==> src/hdl/ftls_pkg.sv <==
// Shared types and constants for the four-way traffic light sequencer.
package ftls_pkg;

  localparam int NUM_APPR = 4;
  localparam int CNT_W    = 8;

  typedef enum logic [1:0] {
    LAMP_RED    = 2'd0,
    LAMP_YELLOW = 2'd1,
    LAMP_GREEN  = 2'd2
  } lamp_t;

  typedef enum logic [1:0] {
    REG_GREEN_TIME = 2'd0,
    REG_RED_TIME   = 2'd1,
    REG_YELLOW_AT  = 2'd2
  } cfg_idx_t;

  typedef struct packed {
    logic [CNT_W-1:0] count;
    logic             row;
    lamp_t            lamp;
  } appr_t;

  typedef struct packed {
    logic [CNT_W-1:0] green_time;
    logic [CNT_W-1:0] red_time;
    logic [CNT_W-1:0] yellow_at;
  } cfg_t;

  localparam logic [CNT_W-1:0] RST_GREEN_TIME = 8'd30;
  localparam logic [CNT_W-1:0] RST_RED_TIME   = 8'd90;
  localparam logic [CNT_W-1:0] RST_YELLOW_AT  = 8'd3;

  localparam logic [CNT_W-1:0] RST_COUNT [NUM_APPR] = '{8'd30, 8'd30, 8'd60, 8'd90};
  localparam logic             RST_ROW   [NUM_APPR] = '{1'b1, 1'b0, 1'b0, 1'b0};
  localparam lamp_t            RST_LAMP  [NUM_APPR] = '{LAMP_GREEN, LAMP_RED, LAMP_RED,
                                                        LAMP_RED};

endpackage

==> src/hdl/ftls_step.sv <==
// One approach visit: decrement, yellow switch, hand-off of right of way, or no change.
module ftls_step (
  input  ftls_pkg::cfg_t  cfg,
  input  ftls_pkg::appr_t cur_i,
  input  ftls_pkg::appr_t nxt_i,
  output ftls_pkg::appr_t cur_o,
  output ftls_pkg::appr_t nxt_o
);
  import ftls_pkg::*;

  logic [CNT_W-1:0] dec;

  assign dec = cur_i.count - 1'b1;

  always_comb begin
    cur_o = cur_i;
    nxt_o = nxt_i;
    if (cur_i.count != '0) begin
      cur_o.count = dec;
      if ((dec == cfg.yellow_at) && cur_i.row) begin
        cur_o.lamp = LAMP_YELLOW;
      end
    end else if (cur_i.row) begin
      cur_o.row   = 1'b0;
      cur_o.count = cfg.red_time;
      cur_o.lamp  = LAMP_RED;
      nxt_o.row   = 1'b1;
      nxt_o.count = cfg.green_time;
      nxt_o.lamp  = LAMP_GREEN;
    end
  end

endmodule

==> src/hdl/ftls_tick.sv <==
// One tick: visits approaches 0 to 3 in order through a chain of step cells.
module ftls_tick (
  input  ftls_pkg::cfg_t  cfg,
  input  ftls_pkg::appr_t st_i [ftls_pkg::NUM_APPR],
  output ftls_pkg::appr_t st_o [ftls_pkg::NUM_APPR]
);
  import ftls_pkg::*;

  appr_t stg [NUM_APPR+1][NUM_APPR];

  assign stg[0] = st_i;
  assign st_o   = stg[NUM_APPR];

  for (genvar k = 0; k < NUM_APPR; k++) begin : g_visit
    localparam int NK = (k + 1) % NUM_APPR;
    appr_t cur_o;
    appr_t nxt_o;

    ftls_step u_step (
      .cfg   (cfg),
      .cur_i (stg[k][k]),
      .nxt_i (stg[k][NK]),
      .cur_o (cur_o),
      .nxt_o (nxt_o)
    );

    always_comb begin
      stg[k+1]     = stg[k];
      stg[k+1][k]  = cur_o;
      stg[k+1][NK] = nxt_o;
    end
  end

endmodule

==> src/hdl/four_way_traffic_light_sequencer.sv <==
// Top level of the four-way traffic light sequencer: state, config and result register.
//
//   channel | direction | handshake        | payload
//   in_     | in        | valid / stall    | advance
//   out_    | out       | valid / stall    | count_a..count_d, lamp_a..lamp_d
//   cfg_    | in        | valid / ready    | index, data
//
// One beat per cycle unless stalled; results appear the cycle after acceptance.
// The whole tick is one pass through the four-cell step chain before the state registers.
// Reset loads counts 30/30/60/90, approach 0 green, times 30/90/3; config always ready.
// Input stalls only while a result is held and the output is stalled.
module four_way_traffic_light_sequencer (
  input  logic                      clk,
  input  logic                      rst_n,
  input  logic                      in_valid,
  output logic                      in_stall,
  input  logic                      in_advance,
  output logic                      out_valid,
  input  logic                      out_stall,
  output logic [ftls_pkg::CNT_W-1:0] out_count_a,
  output logic [ftls_pkg::CNT_W-1:0] out_count_b,
  output logic [ftls_pkg::CNT_W-1:0] out_count_c,
  output logic [ftls_pkg::CNT_W-1:0] out_count_d,
  output logic [1:0]                out_lamp_a,
  output logic [1:0]                out_lamp_b,
  output logic [1:0]                out_lamp_c,
  output logic [1:0]                out_lamp_d,
  input  logic                      cfg_valid,
  output logic                      cfg_ready,
  input  logic [1:0]                cfg_index,
  input  logic [ftls_pkg::CNT_W-1:0] cfg_data
);
  import ftls_pkg::*;

  cfg_t  cfg_r;
  appr_t st_r   [NUM_APPR];
  appr_t st_tk  [NUM_APPR];
  appr_t st_nxt [NUM_APPR];
  appr_t out_r  [NUM_APPR];
  logic  out_valid_r;
  logic  out_valid_nxt;
  logic  in_acc;

  assign cfg_ready = 1'b1;
  assign in_stall  = out_valid_r & out_stall;
  assign in_acc    = in_valid & ~in_stall;

  always_ff @(posedge clk) begin
    if (!rst_n) begin
      cfg_r.green_time <= RST_GREEN_TIME;
      cfg_r.red_time   <= RST_RED_TIME;
      cfg_r.yellow_at  <= RST_YELLOW_AT;
    end else if (cfg_valid && cfg_ready) begin
      case (cfg_index)
        REG_GREEN_TIME: cfg_r.green_time <= cfg_data;
        REG_RED_TIME:   cfg_r.red_time   <= cfg_data;
        REG_YELLOW_AT:  cfg_r.yellow_at  <= cfg_data;
        default: ;
      endcase
    end
  end

  ftls_tick u_tick (
    .cfg  (cfg_r),
    .st_i (st_r),
    .st_o (st_tk)
  );

  always_comb begin
    st_nxt = st_r;
    if (in_acc && in_advance) begin
      st_nxt = st_tk;
    end
  end

  always_ff @(posedge clk) begin
    if (!rst_n) begin
      for (int i = 0; i < NUM_APPR; i++) begin
        st_r[i].count <= RST_COUNT[i];
        st_r[i].row   <= RST_ROW[i];
        st_r[i].lamp  <= RST_LAMP[i];
      end
    end else begin
      st_r <= st_nxt;
    end
  end

  assign out_valid_nxt = in_acc | (out_valid_r & out_stall);

  always_ff @(posedge clk) begin
    if (!rst_n) begin
      out_valid_r <= 1'b0;
    end else begin
      out_valid_r <= out_valid_nxt;
    end
  end

  always_ff @(posedge clk) begin
    if (in_acc) begin
      out_r <= st_nxt;
    end
  end

  assign out_valid   = out_valid_r;
  assign out_count_a = out_r[0].count;
  assign out_count_b = out_r[1].count;
  assign out_count_c = out_r[2].count;
  assign out_count_d = out_r[3].count;
  assign out_lamp_a  = out_r[0].lamp;
  assign out_lamp_b  = out_r[1].lamp;
  assign out_lamp_c  = out_r[2].lamp;
  assign out_lamp_d  = out_r[3].lamp;

  logic [NUM_APPR-1:0] row_vec;
  logic [NUM_APPR-1:0] lit_vec;

  always_comb begin
    for (int i = 0; i < NUM_APPR; i++) begin
      row_vec[i] = st_r[i].row;
      lit_vec[i] = (st_r[i].lamp != LAMP_RED);
    end
  end

  a_one_row: assert property (@(posedge clk) disable iff (!rst_n)
    $onehot(row_vec))
    else $error("right of way not held by exactly one approach");

  a_lit_has_row: assert property (@(posedge clk) disable iff (!rst_n)
    (lit_vec & ~row_vec) == '0)
    else $error("green or yellow lamp without right of way");

  a_beat_to_result: assert property (@(posedge clk) disable iff (!rst_n)
    in_acc |=> out_valid_r)
    else $error("accepted beat produced no result");

  a_idle_hold: assert property (@(posedge clk) disable iff (!rst_n)
    (in_acc && !in_advance) |=> ($stable(row_vec) && $stable(lit_vec)
      && $stable(st_r[0].count) && $stable(st_r[1].count)
      && $stable(st_r[2].count) && $stable(st_r[3].count)))
    else $error("state changed on a status-only beat");

endmodule
==> config.mk <==
export PLATFORM = sky130hd
export DESIGN_NAME = four_way_traffic_light_sequencer
export DESIGN_NICKNAME = d
export VERILOG_FILES = /design/src/hdl/ftls_pkg.sv /design/src/hdl/ftls_step.sv /design/src/hdl/ftls_tick.sv /design/src/hdl/four_way_traffic_light_sequencer.sv
export SDC_FILE = /design/constraint.sdc
export NUM_CORES = 1
export LEC_CHECK = 0
export ABC_AREA = 1
export BUFFER_PORTS_ARGS = -buffer_cell sky130_fd_sc_hd__buf_4
export CAP_MARGIN = 20
export CORE_AREA = 2 2 123 125
export CTS_CLUSTER_DIAMETER = 60
export DETAILED_ROUTE_END_ITERATION = 8
export DIE_AREA = 0 0 125 127
export PLACE_DENSITY = 0.74
export SETUP_SLACK_MARGIN = 0.15
export SLEW_MARGIN = 20
export SYNTH_ARGS = -nofsm -noshare
export SYNTH_HDL_FRONTEND = slang
export SYNTH_SLANG_ARGS = --single-unit
==> constraint.sdc <==
create_clock -name clk -period 5.9 [get_ports clk]
set_clock_uncertainty 0.15 [all_clocks]
set_input_delay 0.885 -clock clk [delete_from_list [all_inputs] [get_ports clk]]
set_output_delay 0.885 -clock clk [all_outputs]
set_load 0.05 [all_outputs]
Word level (Yosys, flattened, before mapping)
Cells that the tools add are included.

Add/sub/neg operators: 4. Multipliers: 0. Div/mod/pow operators: 0. Order comparisons: 0. Equal/unequal tests: 6. Shift operators: 0. Mux-type cells: 29. Bitwise logic cells: 4. Reductions and logical operators: 13.

Operators by type and width (count): 11-bit 2-to-1 mux (12); 44-bit 2-to-1 mux (1); 8-bit equality test (4); 8-bit 2-to-1 mux (4); 8-bit nonzero test (4); 8-bit by 1-bit subtractor with 8-bit output (second input constant) (4); 2-bit 2-to-1 mux (8); 2-bit AND reduction (3); 1-bit logical AND (5); 1-bit 2-to-1 mux (4); 1-bit AND (2); 2-bit by 1-bit equality test with 1-bit output (second input constant) (1); 2-bit equality test (second input constant) (1); 2-bit zero test (1); 1-bit NOT (1); 1-bit bitwise OR (1).

Flip-flop bits (word level): 109. Latch bits: 0. Bits in writable memories: 0. ROM bits: 0. Input bits: 16. Output and inout bits: 43. Logic and storage cells: 80. Memories kept: 0.

Depth between registers and ports, before layout
Gate-level depths: netlist (run 1).

Depth in word-level cells: 12. Gate-level depth with buffers: 36.

Hierarchy
Synthesis (run 1) repeated with hierarchy kept, for this count alone.

Cell total of the unflattened synthesis: 1073. Area total of the unflattened synthesis: 7314.5 um2.

Modules (own cells, without submodules): four_way_traffic_light_sequencer (instances 1, cells each 478, area each 4312.9 um2, seq. area each 2582.5 um2); ftls_step at u_tick.g_visit[1].u_step ... (instances 3, cells each 150, area each 763.2 um2, seq. area each 0.0 um2); ftls_step at u_tick.g_visit[0].u_step (instances 1, cells each 145, area each 711.9 um2, seq. area each 0.0 um2).

Worst setup path after synthesis (run 1)
Ideal clock, no wire load.

Path kind: in2reg. Start point: input out_stall. End point: register out_r (netlist bit out_lamp_a[1]) (data pin). Setup time: 0.259 ns. Arrival: 4.506 ns. Slack: 0.985 ns. Cell stages on the path: 9. Path buffers: 1. Path through: nand2_1 > inv_1 > nor2_1 > nand2_1 > inv_2 > clkbuf_1 > nand3_1 > o211ai_1 > nand2_1.

RTL lines: start, declared (RTL line four_way_traffic_light_sequencer.sv:19) `input logic out_stall,`; end signal, assigned (RTL line four_way_traffic_light_sequencer.sv:100) `out_r <= st_nxt;`; end, declared (RTL line four_way_traffic_light_sequencer.sv:39) `appr_t out_r [NUM_APPR];`.

==> results.md, run 1 <==
- The total clock buffers created by CTS is 9.
- The final hold violation count was 0.
- By area the synthesized netlist is led by sky130_fd_sc_hd__dfxtp_1, sky130_fd_sc_hd__edfxtp_1, sky130_fd_sc_hd__nand2_1, sky130_fd_sc_hd__inv_1, sky130_fd_sc_hd__o21ai_0.
- For this configuration, the core starts out at a cell density of around 45%.
- The flow ran to the end, and the final reports show no timing, DRC or antenna violations.
- For hold timing, the worst endpoint is out_valid.
- The number of placement rows is 44.
- Leaving out fill and tap cells, the most frequent cell in the layout is sky130_fd_sc_hd__nand2_1.
- The highest attainable clock frequency is slightly below 200 MHz.
- The total detailed-routing wirelength is 19.3 mm.
- The max-slew violation count was 0.
- The start of the worst register-to-register path is st_r[36].
- The H-tree generated during clock tree synthesis spans 3 levels.
- The number of max-cap violations is 0.
- The synthesized design devotes to its leading area cell type a little over a fifth of total area.
- The endpoint required time on the critical path is 5870 ps.
- The share of the Yosys chip area taken by registers is between 40% and 50%.
- TritonCTS built the clock tree.
- The count of endpoints failing setup in the final report is 0.
- The first global-routing pass estimated approximately 30 mm of wire.
- Setup slack on the worst reg-to-reg path comes out at roughly 840 ps.
- Entering global routing, the biggest net connects 41 pins.
- Clock latency on the worst-skew pair, taken at its later pin, is between 300 and 400 ps.
- The average size of a mapped cell is 7.49 um2.
- The smallest clock period supported by the final layout is computed as 5060 ps.
- Fill cells in the final layout number ~1,500.
- The number of port buffers is 57.
- STA puts the critical path data arrival time at around 5000 ps.
- In this run the cell area measured after placement is 0.00698 mm2.
- The unique cell type count in the Yosys netlist is 48.
- The kind of end point of the critical path is a register.
- Counting every net in the synthesized netlist gives slightly below 900.
- In the routed design, unresolved DRC markers number 0.
- The most repeated library cell on the critical path is sky130_fd_sc_hd__nand2_1.
- The post-CTS setup repair buffer count is 0.
- Global routing used about a quarter of the available tracks across all layers.
- The number of antenna violations at the first check in global routing is 0.
- The number of violations reported at the end of detailed-routing iteration 0 is 690.
- The worst reg2reg path endpoint is out_lamp_d[1].
- The worst hold path cell count is 2.
- The number of gates resized after CTS is 0.
- The detailed-routing iteration count for the pre-antenna-repair pass is 6.
- The cell at the root of the clock tree is sky130_fd_sc_hd__clkbuf_16.
- The via count of the first global-routing pass is ~5,600.
- The worst pin sits at a relative slew slack of roughly half.
- The number of buffers inserted by hold repair at cts is 0.
- The die width is 125 um.
- The wire length per cell after detailed routing is approximately 18 um.
- The source of the worst hold timing path is out_valid.
- The most frequently used flop master after synthesis is sky130_fd_sc_hd__dfxtp_1.
- The floorplan die area is ~0.016 mm2.
- After detailed routing, the number of vias per cell comes to ~5.4.
- The kind of start point of the critical path is a register.
- Summed over all cells, the static leakage comes to around 3.3 nW.
- The actual transition at the worst max-transition pin is between 700 and 800 ps.
- The synthesized design spends more area on one cell type than any other, namely sky130_fd_sc_hd__dfxtp_1.
- On the worst path, the slowest cell contributes a delay of about 380 ps.
- Setup repair after global routing left no endpoint under its margin.
- The area inside the core boundary is roughly 0.014 mm2.
- The cell with the largest stage delay on the worst path is sky130_fd_sc_hd__nand2_1.
- The worst path uses between 80 and 90% of the clock period.
- The aggregate global routing overflow is 0.
- Cells with a size suffix above 1 make up between 10% and 20% of the layout.
- The top cell types in the final layout, fill and taps aside, are sky130_fd_sc_hd__nand2_1, sky130_fd_sc_hd__inv_1, sky130_fd_sc_hd__dfxtp_1.
- The die height is between 100 and 150 um.
- After clock tree synthesis, the clock-pin slew on the worst setup and hold paths is about 70 ps.
- The async set or reset register ratio after synthesis is 0%.
- The area growth from synthesis to layout is 13.5%.
- 59 I/O pins were placed.
- The number of flip-flops and latches in the synthesized netlist is 109.
- The worst-case reg-to-reg path depth is 30.
- The clock drives 109 sinks.
- The count of nets left with antenna violations after detail routing is 0.
- The finished cells cover 0.00729 mm2.
- For this design the ratio of total power to cell area is ~240 mW/mm2.
- Yosys printed 0 warnings.
- VDD sags by at most approximately 210 uV.
- The total number of vias is slightly below 6,000.
- The type of the most critical hold path is reg2reg.
- Yosys mapped a number of flops with a built-in enable equal to 40.
- The worst hold slack is between 300 and 400 ps.
- The critical-path maximum fanout is 14.
- The detailed-placement wirelength estimate is between 10 and 15 mm.
- Counting along the longest clock path gives a buffer depth of 2.
- At the end of routability-driven placement, the weighted congestion stood at about 0.99.
- The overall power consumption is about 0.0018 W.
- Adding up every negative setup slack in the final design gives 0 ps.
- The critical path is of the reg2reg type.
- The cell area that synthesis handed to floorplanning was 0.00642 mm2.
- The final net count is 928.
- The gate count after technology mapping is between 800 and 900.
-- logic make-up after synthesis --
group	Yosys count	share of synthesized area (%)
other cells	1	0.0584
compound gates	173	15.3
simple gates	396	29.6
xor+xnor	30	4.09
fa+ha+maj	6	1.17
buf+inv	140	9.17
flops	109	40.2
mux	3	0.467
-- synth_stat cells (5+ instances only) --
cell,instances
sky130_fd_sc_hd__nand2_1,216
sky130_fd_sc_hd__inv_1,102
sky130_fd_sc_hd__dfxtp_1,69
sky130_fd_sc_hd__o21ai_0,63
sky130_fd_sc_hd__nand3_1,60
sky130_fd_sc_hd__a21oi_1,55
sky130_fd_sc_hd__nor2_1,45
sky130_fd_sc_hd__edfxtp_1,40
sky130_fd_sc_hd__xor2_1,28
sky130_fd_sc_hd__nand2_2,20
sky130_fd_sc_hd__clkbuf_1,18
sky130_fd_sc_hd__o22ai_1,18
sky130_fd_sc_hd__o211ai_1,15
sky130_fd_sc_hd__nand2_4,12
sky130_fd_sc_hd__buf_6,6
sky130_fd_sc_hd__ha_1,6
sky130_fd_sc_hd__inv_2,6
sky130_fd_sc_hd__o21ai_1,6
sky130_fd_sc_hd__or2_2,6
sky130_fd_sc_hd__nor2_2,5
sky130_fd_sc_hd__nor3_1,5
sky130_fd_sc_hd__or2_1,5
-- where the power goes --
part	internal, W	switching (W)
sequential	0.000818	0.0000341
clock	0.000336	0.000289
combinational	0.0000896	0.000205
-- worst max-delay path by stage --
stage,from,end,slack (ps),depth (start not counted)
after global placement,st_r[36],st_r[4],1100,27
final,st_r[36],out_lamp_d[1],840,30
after detailed placement,st_r[36],out_lamp_d[1],930,30
after global routing,st_r[36],out_lamp_d[1],220,30
after floorplan,out_stall,out_lamp_a[1],980,9
after CTS,st_r[36],out_lamp_d[1],910,30
-- state kept, by name (all words and copies together) (netlist names) --
name	cells
out_lamp_a	2
out_lamp_d	2
out_count_a	8
out_count_c	8
st_r	40
row_vec	4
out_valid	1
cfg_r	24
out_lamp_b	2
out_count_b	8
out_lamp_c	2
out_count_d	8
-- area by class of cell --
type	count	area (um2)	share of cell area (%)
Clock inverter	4	26.3	0.360
Antenna cell	1	2.50	0.0343
Sequential cell	109	2580	35.4
Clock buffer	12	278	3.81
Inverter	112	424	5.82
Multi-Input combinational cell	609	3260	44.7
Timing Repair Buffer	65	488	6.69
Tap cell	184	230	3.16
-- through the flow --
step,worst slack [ps],std cells,util (%)
2_1_floorplan,985,858,-
3_3_place_gp,1100,1079,48.4
3_5_place_dp,935,1079,48.4
4_1_cts,911,1095,50.5
5_1_grt,218,1095,50.5
6_report,842,1096,50.5
-- worst max-delay path: cells and delay by family (launching register included) --
| kind | cells | cell delay, ps |
|---|---|---|
| and+or+nand+nor | 22 | 3040 |
| adders and majority gates | 3 | 590 |
| buffers and inverters | 3 | 420 |
| DFF | 1 | 320 |
| AOI/OAI and AO/OA | 2 | 270 |
-- layer usage --
layer	global-route usage [%]	vias to the layer above	routed length (um)
met5	0	-	0
met4	13.0	0	814
met3	5.57	54	1590
met2	37.9	262	8450
met1	32.6	2714	8410
li1	-	2928	-
Note: power is estimated with default switching activity, not from simulation.
==> run 2, diff against run 1 <==
--- a/config.mk
+++ b/config.mk
@@ -5,14 +5,13 @@
 export SDC_FILE = /design/constraint.sdc
 export NUM_CORES = 1
 export LEC_CHECK = 0
-export ABC_AREA = 1
-export BUFFER_PORTS_ARGS = -buffer_cell sky130_fd_sc_hd__buf_4
 export CAP_MARGIN = 20
-export CORE_AREA = 2 2 123 125
+export CORE_AREA = 2 2 124 126
 export CTS_CLUSTER_DIAMETER = 60
 export DETAILED_ROUTE_END_ITERATION = 8
-export DIE_AREA = 0 0 125 127
-export PLACE_DENSITY = 0.74
+export DIE_AREA = 0 0 126 128
+export DONT_BUFFER_PORTS = 1
+export PLACE_DENSITY = 0.71
 export SETUP_SLACK_MARGIN = 0.15
 export SLEW_MARGIN = 20
 export SYNTH_ARGS = -nofsm -noshare
==> run 2 against run 1 <==
Compared with the run above: area after synthesis up 1.7%; synthesized cell count down 13%; via count is 2.8% lower; critical path depth decreased by 14; final area decreased by 3.8%; register-to-register slack got worse by 280 ps; die area increased by 1.6%; critical endpoint unchanged; largest cell class unchanged.
==> results.md, run 2 <==
- The cell at the root of the clock tree is sky130_fd_sc_hd__clkbuf_16.
- Detailed placement ended at an HPWL of 13.9 mm.
- The flow ran to the end, and the final reports show no timing, DRC or antenna violations.
- The final hold violation count was 0.
- The layout has between 1,000 and 1,500 filler cells.
- The endpoint required time on the critical path is 5860 ps.
- In this run, the number of DRC markers left after iteration 0 of detailed routing was 764.
- The most frequently used flop master after synthesis is sky130_fd_sc_hd__dfxtp_1.
- The number of clock buffers added by TritonCTS is 9.
- The detailed router placed slightly below 6,000 vias in this run.
- The first global-routing pass estimated 30.7 mm of wire.
- The most common library cell in the layout ignoring fill and taps is sky130_fd_sc_hd__dfxtp_1.
- The global router's overall resource usage is approximately 25%.
- The share of final-layout standard cells stronger than drive strength 1 is 7.84%.
- After clock tree synthesis, the flow added hold-fix buffers numbering 0.
- The number of flip-flops and latches in the synthesized netlist is 109.
- The floorplan has between 40 and 50 rows.
- After detailed routing, the number of vias per cell comes to between 6 and 7.
- Entering global routing, the biggest net connects 49 pins.
- The maximum VDD drop is between 100 and 150 uV.
- The initial core utilization is a little over two fifths.
- The portion of synthesized cell area occupied by the leading cell type is 21.2%.
- Once routing completed, OpenROAD measured the worst setup slack at ~560 ps.
- The actual transition at the worst max-transition pin is just over 1000 ps.
- The count of flip-flops with a built-in enable after synthesis is 40.
- More flip-flops sit in one register than any other, and that register is st_r.
- The number of max-cap violations is 0.
- Derived from the worst setup path, the maximum achievable clock frequency is roughly 190 MHz.
- The path class of the tightest hold or removal check is reg2reg.
- The count of nets left with antenna violations after detail routing is 0.
- The die is approximately 130 um tall.
- The via count of the first global-routing pass came to 5,200.
- sky130_fd_sc_hd__dfxtp_1 takes more of the synthesized area than any other cell.
- The netlist area before placement is roughly 0.0065 mm2.
- The floorplan die area is approximately 0.016 mm2.
- The kind of start point of the critical path is a register.
- The post-CTS setup repair buffer count is 0.
- STA puts the critical path data arrival time at 5290 ps.
- The worst hold slack is ~320 ps.
- After floorplanning, the core was sized to cover between 0.01 and 0.015 mm2.
- The gate count after technology mapping is about 750.
- The tree built by TritonCTS fans out to about 110 sinks.
- The count of endpoints failing setup in the final report is 0.
- Setup repair after global routing left no endpoint under its margin.
- The async set or reset register ratio after synthesis is 0%.
- Along the worst path, the maximum fanout reaches 14.
- The relative max-transition margin is between 30% and 40%.
- Of the available clock period, the critical path in the final layout requires roughly nine tenths.
- Dividing the detail-routed wire length by the instance count gives roughly 22 um.
- The aggregate global routing overflow is 0.
- The detailed-routing iteration count for the pre-antenna-repair pass is 6.
- The H-tree depth is 3.
- The routability congestion estimate is a little over 1.
- The CTS tree is done.
- By area the synthesized netlist is led by sky130_fd_sc_hd__dfxtp_1, sky130_fd_sc_hd__edfxtp_1, sky130_fd_sc_hd__mux2i_1, sky130_fd_sc_hd__xnor2_1, sky130_fd_sc_hd__nand2_1.
- The max-slew violation count is 0.
- The library cells used most frequently in the layout, excluding fill and tap cells, are sky130_fd_sc_hd__dfxtp_1, sky130_fd_sc_hd__nor2_1, sky130_fd_sc_hd__nand2_1.
- STA classifies the critical path endpoint as a register.
- Post-CTS repair changed the size of 0 cells.
- The clock latency on the worst-skew pair is 370 ps.
- By count the netlist is led by sky130_fd_sc_hd__dfxtp_1, sky130_fd_sc_hd__nand2_1, sky130_fd_sc_hd__nor2_1.
- The net count after synthesis is between 700 and 800.
- The pre-CTS setup slack is roughly 560 ps.
- The unique cell type count in the Yosys netlist is between 70 and 80.
- The area added between synthesis and finish is 7.36%.
- Clock-pin slew was measured on the worst setup and hold paths at approximately 70 ps.
- The number of flip-flops in the largest register is 40.
- A synthesized cell averages 8.75 um2.
- The number of port buffers is 0.
- Summed over all cells, the static leakage comes to about 2.6 nW.
- The minimum clock period is 5340 ps.
- The sum of negative setup slack is 0 ps.
- The floorplan step set the die width to between 100 and 150 um.
- The total detailed-routing wirelength is about 20 mm.
- The longest clock path from root to sink contains 2 buffers.
- The portion of the post-synthesis area used by sequential elements is between 30% and 40%.
- The net count of the finished layout is about 740.
- The warning count from the yosys run is 0.
- In the final layout, the registers with the most flip-flops are st_r x40, cfg_r x24.
- Cells fill 47.2% of the core in the end.
- For this run, design rule violations remaining after detail routing come to 0.
- The power density relative to cell area is roughly 250 mW/mm2.
- The repair_antennas step left the layout with diodes totalling 0.
- Pin placement for this block handled about 60 I/O pins.
- The path type of the worst setup path is reg2reg.
- The cell with the most instances after synthesis is sky130_fd_sc_hd__dfxtp_1.
- The number of antenna violations at the first check in global routing came to 0.
-- run 2: stage by stage --
step	instance area (um2)	cells	total power, W
finish	7010	915	0.00174
global route	7010	915	0.00181
CTS	7000	915	0.00175
detailed placement	6680	899	0.00111
global placement	6680	899	0.00111
floorplan	6530	746	0.00106
-- run 2: kinds of logic (layout without fill, tap and decap cells) --
kind of cell	Yosys count	count (layout)	synth area share, %
and+or+nand+nor	281	281	22.9
AOI/OAI and AO/OA	204	204	20.4
DFF	109	109	39.5
buffers and inverters	64	45	3.93
xor gates and xnor gates	46	46	6.59
muxes	35	35	5.40
adders and majority gates	6	6	1.15
other	1	1	0.0574
-- run 2: cell type report --
class	count	area (um2)	share of cell area [%]
clock buffers	11	275	3.93
repair buffers	16	120	1.71
well taps	188	235	3.36
clock inverters	5	46.3	0.660
multi-input cells	573	3700	52.8
inverters	13	48.8	0.696
flip-flops and latches	109	2580	36.8
-- run 2: path summary, 6_finish.rpt --
| check | from | endpoint | slack [ps] | cells past startpoint |
|---|---|---|---|---|
| worst max-delay path | st_r[36] | out_lamp_d[1] | 560 | 16 |
| worst min-delay path | st_r[34] | st_r[34] | 320 | 2 |
| worst max register to register | st_r[36] | out_lamp_d[1] | 560 | 16 |
| worst min register to register | st_r[34] | st_r[34] | 320 | 2 |
-- run 2: layer usage --
layer | up-vias | track usage, % | share of wire, %
met1 | 2782 | 34.9 | 44
met2 | 270 | 37.1 | 44
met3 | 48 | 5.22 | 9.0
met5 | - | 0 | 0
met4 | 0 | 8.66 | 3.4
li1 | 2691 | - | -
-- run 2: power by group --
group / switching (W) / internal (W)
registers: 0.000101 / 0.000818
logic: 0.000108 / 0.0000732
clock network: 0.000298 / 0.000346
-- run 2: critical path, cell delays in order (launching register included) --
cell	delay (ps)
sky130_fd_sc_hd__dfxtp_1	380
sky130_fd_sc_hd__inv_1	140
sky130_fd_sc_hd__ha_1	240
sky130_fd_sc_hd__or4bb_1	570
sky130_fd_sc_hd__o21ai_1	270
sky130_fd_sc_hd__and2_1	250
sky130_fd_sc_hd__ha_1	200
sky130_fd_sc_hd__nand2_1	210
sky130_fd_sc_hd__mux2i_1	340
sky130_fd_sc_hd__ha_1	280
sky130_fd_sc_hd__and4bb_2	310
sky130_fd_sc_hd__o311a_2	390
sky130_fd_sc_hd__o21ai_1	110
sky130_fd_sc_hd__and3b_1	220
sky130_fd_sc_hd__or4b_1	530
sky130_fd_sc_hd__a211o_1	350
sky130_fd_sc_hd__nor2b_1	140
==> run 3, diff against run 2 <==
--- a/config.mk
+++ b/config.mk
@@ -6,12 +6,14 @@
 export NUM_CORES = 1
 export LEC_CHECK = 0
 export CAP_MARGIN = 20
-export CORE_AREA = 2 2 124 126
+export CELL_PAD_IN_SITES_DETAIL_PLACEMENT = 1
+export CELL_PAD_IN_SITES_GLOBAL_PLACEMENT = 1
+export CORE_AREA = 2 2 174 91
 export CTS_CLUSTER_DIAMETER = 60
 export DETAILED_ROUTE_END_ITERATION = 8
-export DIE_AREA = 0 0 126 128
+export DIE_AREA = 0 0 176 93
 export DONT_BUFFER_PORTS = 1
-export PLACE_DENSITY = 0.71
+export PLACE_DENSITY = 0.85
 export SETUP_SLACK_MARGIN = 0.15
 export SLEW_MARGIN = 20
 export SYNTH_ARGS = -nofsm -noshare
==> run 3 against run 2 <==
Compared with the run above: clock power is 9.5% higher; non-clock buffer count is 2 lower; global-route usage is 5.0 points higher; highest routed layer unchanged; combinational power is 4% higher; utilization is 0.080 points higher; sequential cell count stayed put; fmax is 1.2% lower; largest cell class unchanged.
==> results.md, run 3 (synthesized netlist as in run 2, its figures left out) <==
- The instance area at placement is around 0.0067 mm2.
- Global routing consumed, on the met2 layer, a little over two fifths of the routing resources.
- The endpoint required time on the critical path is approximately 5900 ps.
- Entering global routing, the biggest net connects around 50 pins.
- The delay of the slowest cell on the worst path is 590 ps.
- The clock sink count is about 110.
- The die is slightly above 90 um tall.
- The final core area utilization is 47.2%.
- In the layout the commonest cells are sky130_fd_sc_hd__dfxtp_1, sky130_fd_sc_hd__nor2_1, sky130_fd_sc_hd__nand2_1.
- From left edge to right edge, the die measures roughly 180 um.
- The detailed-routing iteration count for the pre-antenna-repair pass is 5.
- In the finished design, the share of the clock period the worst path needs comes to about nine tenths.
- Data arrives at the worst endpoint at around 5400 ps.
- The tool flagged a number of max-cap violations equal to 0.
- The buffer levels on the longest clock path is 2.
- The relative max-transition margin is ~31%.
- In the post-route analysis, the smallest setup slack over all paths is 498 ps.
- met1 is the most crowded layer.
- The region available for standard cell placement spans between 0.01 and 0.015 mm2.
- The sum of negative setup slack is 0 ps.
- Once layout is done, the placed cells without fillers occupy around 0.0071 mm2.
- The floorplan die area is between 0.015 and 0.02 mm2.
- For this run, the post-layout net count is ~740.
- The filler cell count in the final layout is roughly 1,700.
- For this run, global-route usage on met3 was measured as between 6 and 7%.
- Once detail routing completed, the nets flagged for antenna violations numbered 0.
- For this design the ratio of total power to cell area is approximately 260 mW/mm2.
- The leakage power is roughly 2.6 nW.
- The number of placement rows is 32.
- The cell at the root of the clock tree is sky130_fd_sc_hd__clkbuf_16.
- Global routing used a little over two fifths of the available met1 tracks.
- The combined buffer and inverter count along the critical path is 1.
- The final antenna diode count is 0.
- Grouping stages by cell kind, the critical path spends the most delay in simple AND/OR/NAND/NOR gates.
- The post-CTS setup repair buffer count is 0.
- In this run the tool buffered the top-level ports with 0 buffer cells.
- After the first detailed-routing iteration, the DRC count stood at ~590.
- Summed over all layers, the global routing overflow is 0.
- The sequential cell area is between 0.002 and 0.003 mm2.
- For this run, the total global-route usage over all layers was measured as around 30%.
- The number of flip-flops in the largest register is 40.
- The total detailed-routing wirelength is about 23 mm.
- Along the worst hold path, the cell count comes to 2.
- The path type of the worst setup path is reg2reg.
- The detailed-placement wirelength estimate is between 15 and 20 mm.
- The worst register-to-register path ends at out_lamp_d[1].
- The largest registers in the layout are st_r x40, cfg_r x24.
- The remaining design rule violation count is 0.
- The type of the most critical hold path is reg2reg.
- For the finished layout, the period the worst path requires is between 5000 and 6000 ps.
- Across all register-to-register paths, the minimum setup slack is roughly 500 ps.
- The worst-case reg-to-reg path depth is 16.
- The routability congestion estimate is 0.962.
- TritonCTS built the clock tree.
- The highest attainable clock frequency is 185 MHz.
- The area added between synthesis and finish is 8.05%.
- Traced cell by cell, the critical path runs through inv_1 > ha_1 > or4bb_1 > o21ai_1 > and2_1 > ha_1 > nand2_1 > mux2i_1 > ha_1 > and4bb_2 > o311a_4 > o21ai_1 > and3b_1 > or4b_1 > a211o_1 > nor2b_1.
- Once the floorplan was initialized, standard cells occupied between 40% and 50% of the core.
- The first global-routing pass estimated approximately 37 mm of wire.
- The total number of vias is 6,066.
- The final hold violation count is 0.
- The worst hold path begins at st_r[34].
- The worst register-to-register path begins at st_r[36].
- Counting the buffers created by CTS gives 9.
- The mean number of vias per cell is 6.53.
- The maximum VDD drop is around 160 uV.
- The count of endpoints failing setup in the final report is 0.
- The share of final-layout standard cells stronger than drive strength 1 is approximately 8.0%.
- The H-tree was split into 3 levels.
- The cell that appears most often on the critical path is sky130_fd_sc_hd__ha_1.
- The clock latency on the worst-skew pair is about 350 ps.
- The overall power consumption is ~0.0018 W.
- Summing all multi-input logic gate instances after layout gives 0.00372 mm2.
- The run finished with clean final reports.
- The end point of the worst hold path is st_r[34].
- The kind of end point of the critical path is a register.
- The pre-CTS setup slack is ~420 ps.
- The cell with the largest stage delay on the worst path is sky130_fd_sc_hd__or4bb_1.
- The actual transition at the worst max-transition pin is 1030 ps.
- Along the worst path, the maximum fanout reaches 14.
- The via count of the first global-routing pass was around 6,200.
- The register clock-pin slew on the reported worst setup and hold paths is ~70 ps.
- The kind of start point of the critical path is a register.
- The top register by number of flip-flops is st_r.
- Setup repair after global routing left no endpoint under its margin.
- The number of antenna violations at the first check in global routing is 0.
- The max-slew violation count is 0.
- The most common library cell in the layout ignoring fill and taps is sky130_fd_sc_hd__dfxtp_1.
- The count of pins on the block boundary is 59.
- In the final routed layout, each cell accounts on average for around 25 um.
-- run 3: cell count changes in the layout (fill, tap and decap cells not counted), sizes merged --
cell,delta
bufinv,+3
buf,-2
clkbuf,-2
clkinv,-1
clkinvlp,+1
inv,-1
-- run 3: area by class of cell --
cell class | instances | area share (%)
clock buffers | 9 | 3.19
flip-flops and latches | 109 | 36.6
inverters | 13 | 0.692
multi-input cells | 573 | 52.7
well taps | 204 | 3.62
repair buffers | 14 | 1.49
clock inverters | 7 | 1.70
-- run 3: worst register-to-register path, stage by stage, from the launching register on --
cell,delay (ps)
sky130_fd_sc_hd__dfxtp_1,380
sky130_fd_sc_hd__inv_1,150
sky130_fd_sc_hd__ha_1,240
sky130_fd_sc_hd__or4bb_1,590
sky130_fd_sc_hd__o21ai_1,290
sky130_fd_sc_hd__and2_1,260
sky130_fd_sc_hd__ha_1,220
sky130_fd_sc_hd__nand2_1,240
sky130_fd_sc_hd__mux2i_1,340
sky130_fd_sc_hd__ha_1,300
sky130_fd_sc_hd__and4bb_2,330
sky130_fd_sc_hd__o311a_4,330
sky130_fd_sc_hd__o21ai_1,110
sky130_fd_sc_hd__and3b_1,210
sky130_fd_sc_hd__or4b_1,520
sky130_fd_sc_hd__a211o_1,360
sky130_fd_sc_hd__nor2b_1,140
-- run 3: through the flow --
step	cells	hold slack, ps
floorplan	746	285
global placement	913	294
detailed placement	913	315
CTS	929	330
global route	929	385
finish	929	325
-- run 3: worst max-delay path by stage --
stage | slack (ps) | startpoint | cells past startpoint | endpoint
final | 500 | st_r[36] | 16 | out_lamp_d[1]
after global routing | 220 | st_r[36] | 16 | out_lamp_d[1]
after CTS | 340 | st_r[36] | 16 | out_lamp_d[1]
after detailed placement | 420 | st_r[36] | 16 | out_lamp_d[1]
after global placement | 660 | st_r[36] | 16 | out_lamp_d[1]
after floorplan | 490 | st_r[36] | 21 | out_lamp_d[1]
-- run 3: routing by layer --
| layer | vias to the layer above | routed length, um | part of all wire (%) |
|---|---|---|---|
| li1 | 2675 | - | - |
| met1 | 3028 | 11100 | 47 |
| met2 | 306 | 9700 | 41 |
| met3 | 57 | 2180 | 9.3 |
| met4 | 0 | 478 | 2.0 |
| met5 | - | 0 | 0 |
-- run 3: where the power goes --
| group | internal [W] | switching [W] | total, W |
|---|---|---|---|
| Combinational | 0.0000733 | 0.000115 | 0.000188 |
| Clock | 0.000418 | 0.000288 | 0.000705 |
| Sequential | 0.000818 | 0.000106 | 0.000924 |
| Total | 0.00131 | 0.000508 | 0.00182 |
-- run 3: repair_timing --
item                       in CTS  in global routing
hold buffers                    0                  0
setup endpoints to repair       0                 14
resized for setup               0                  7
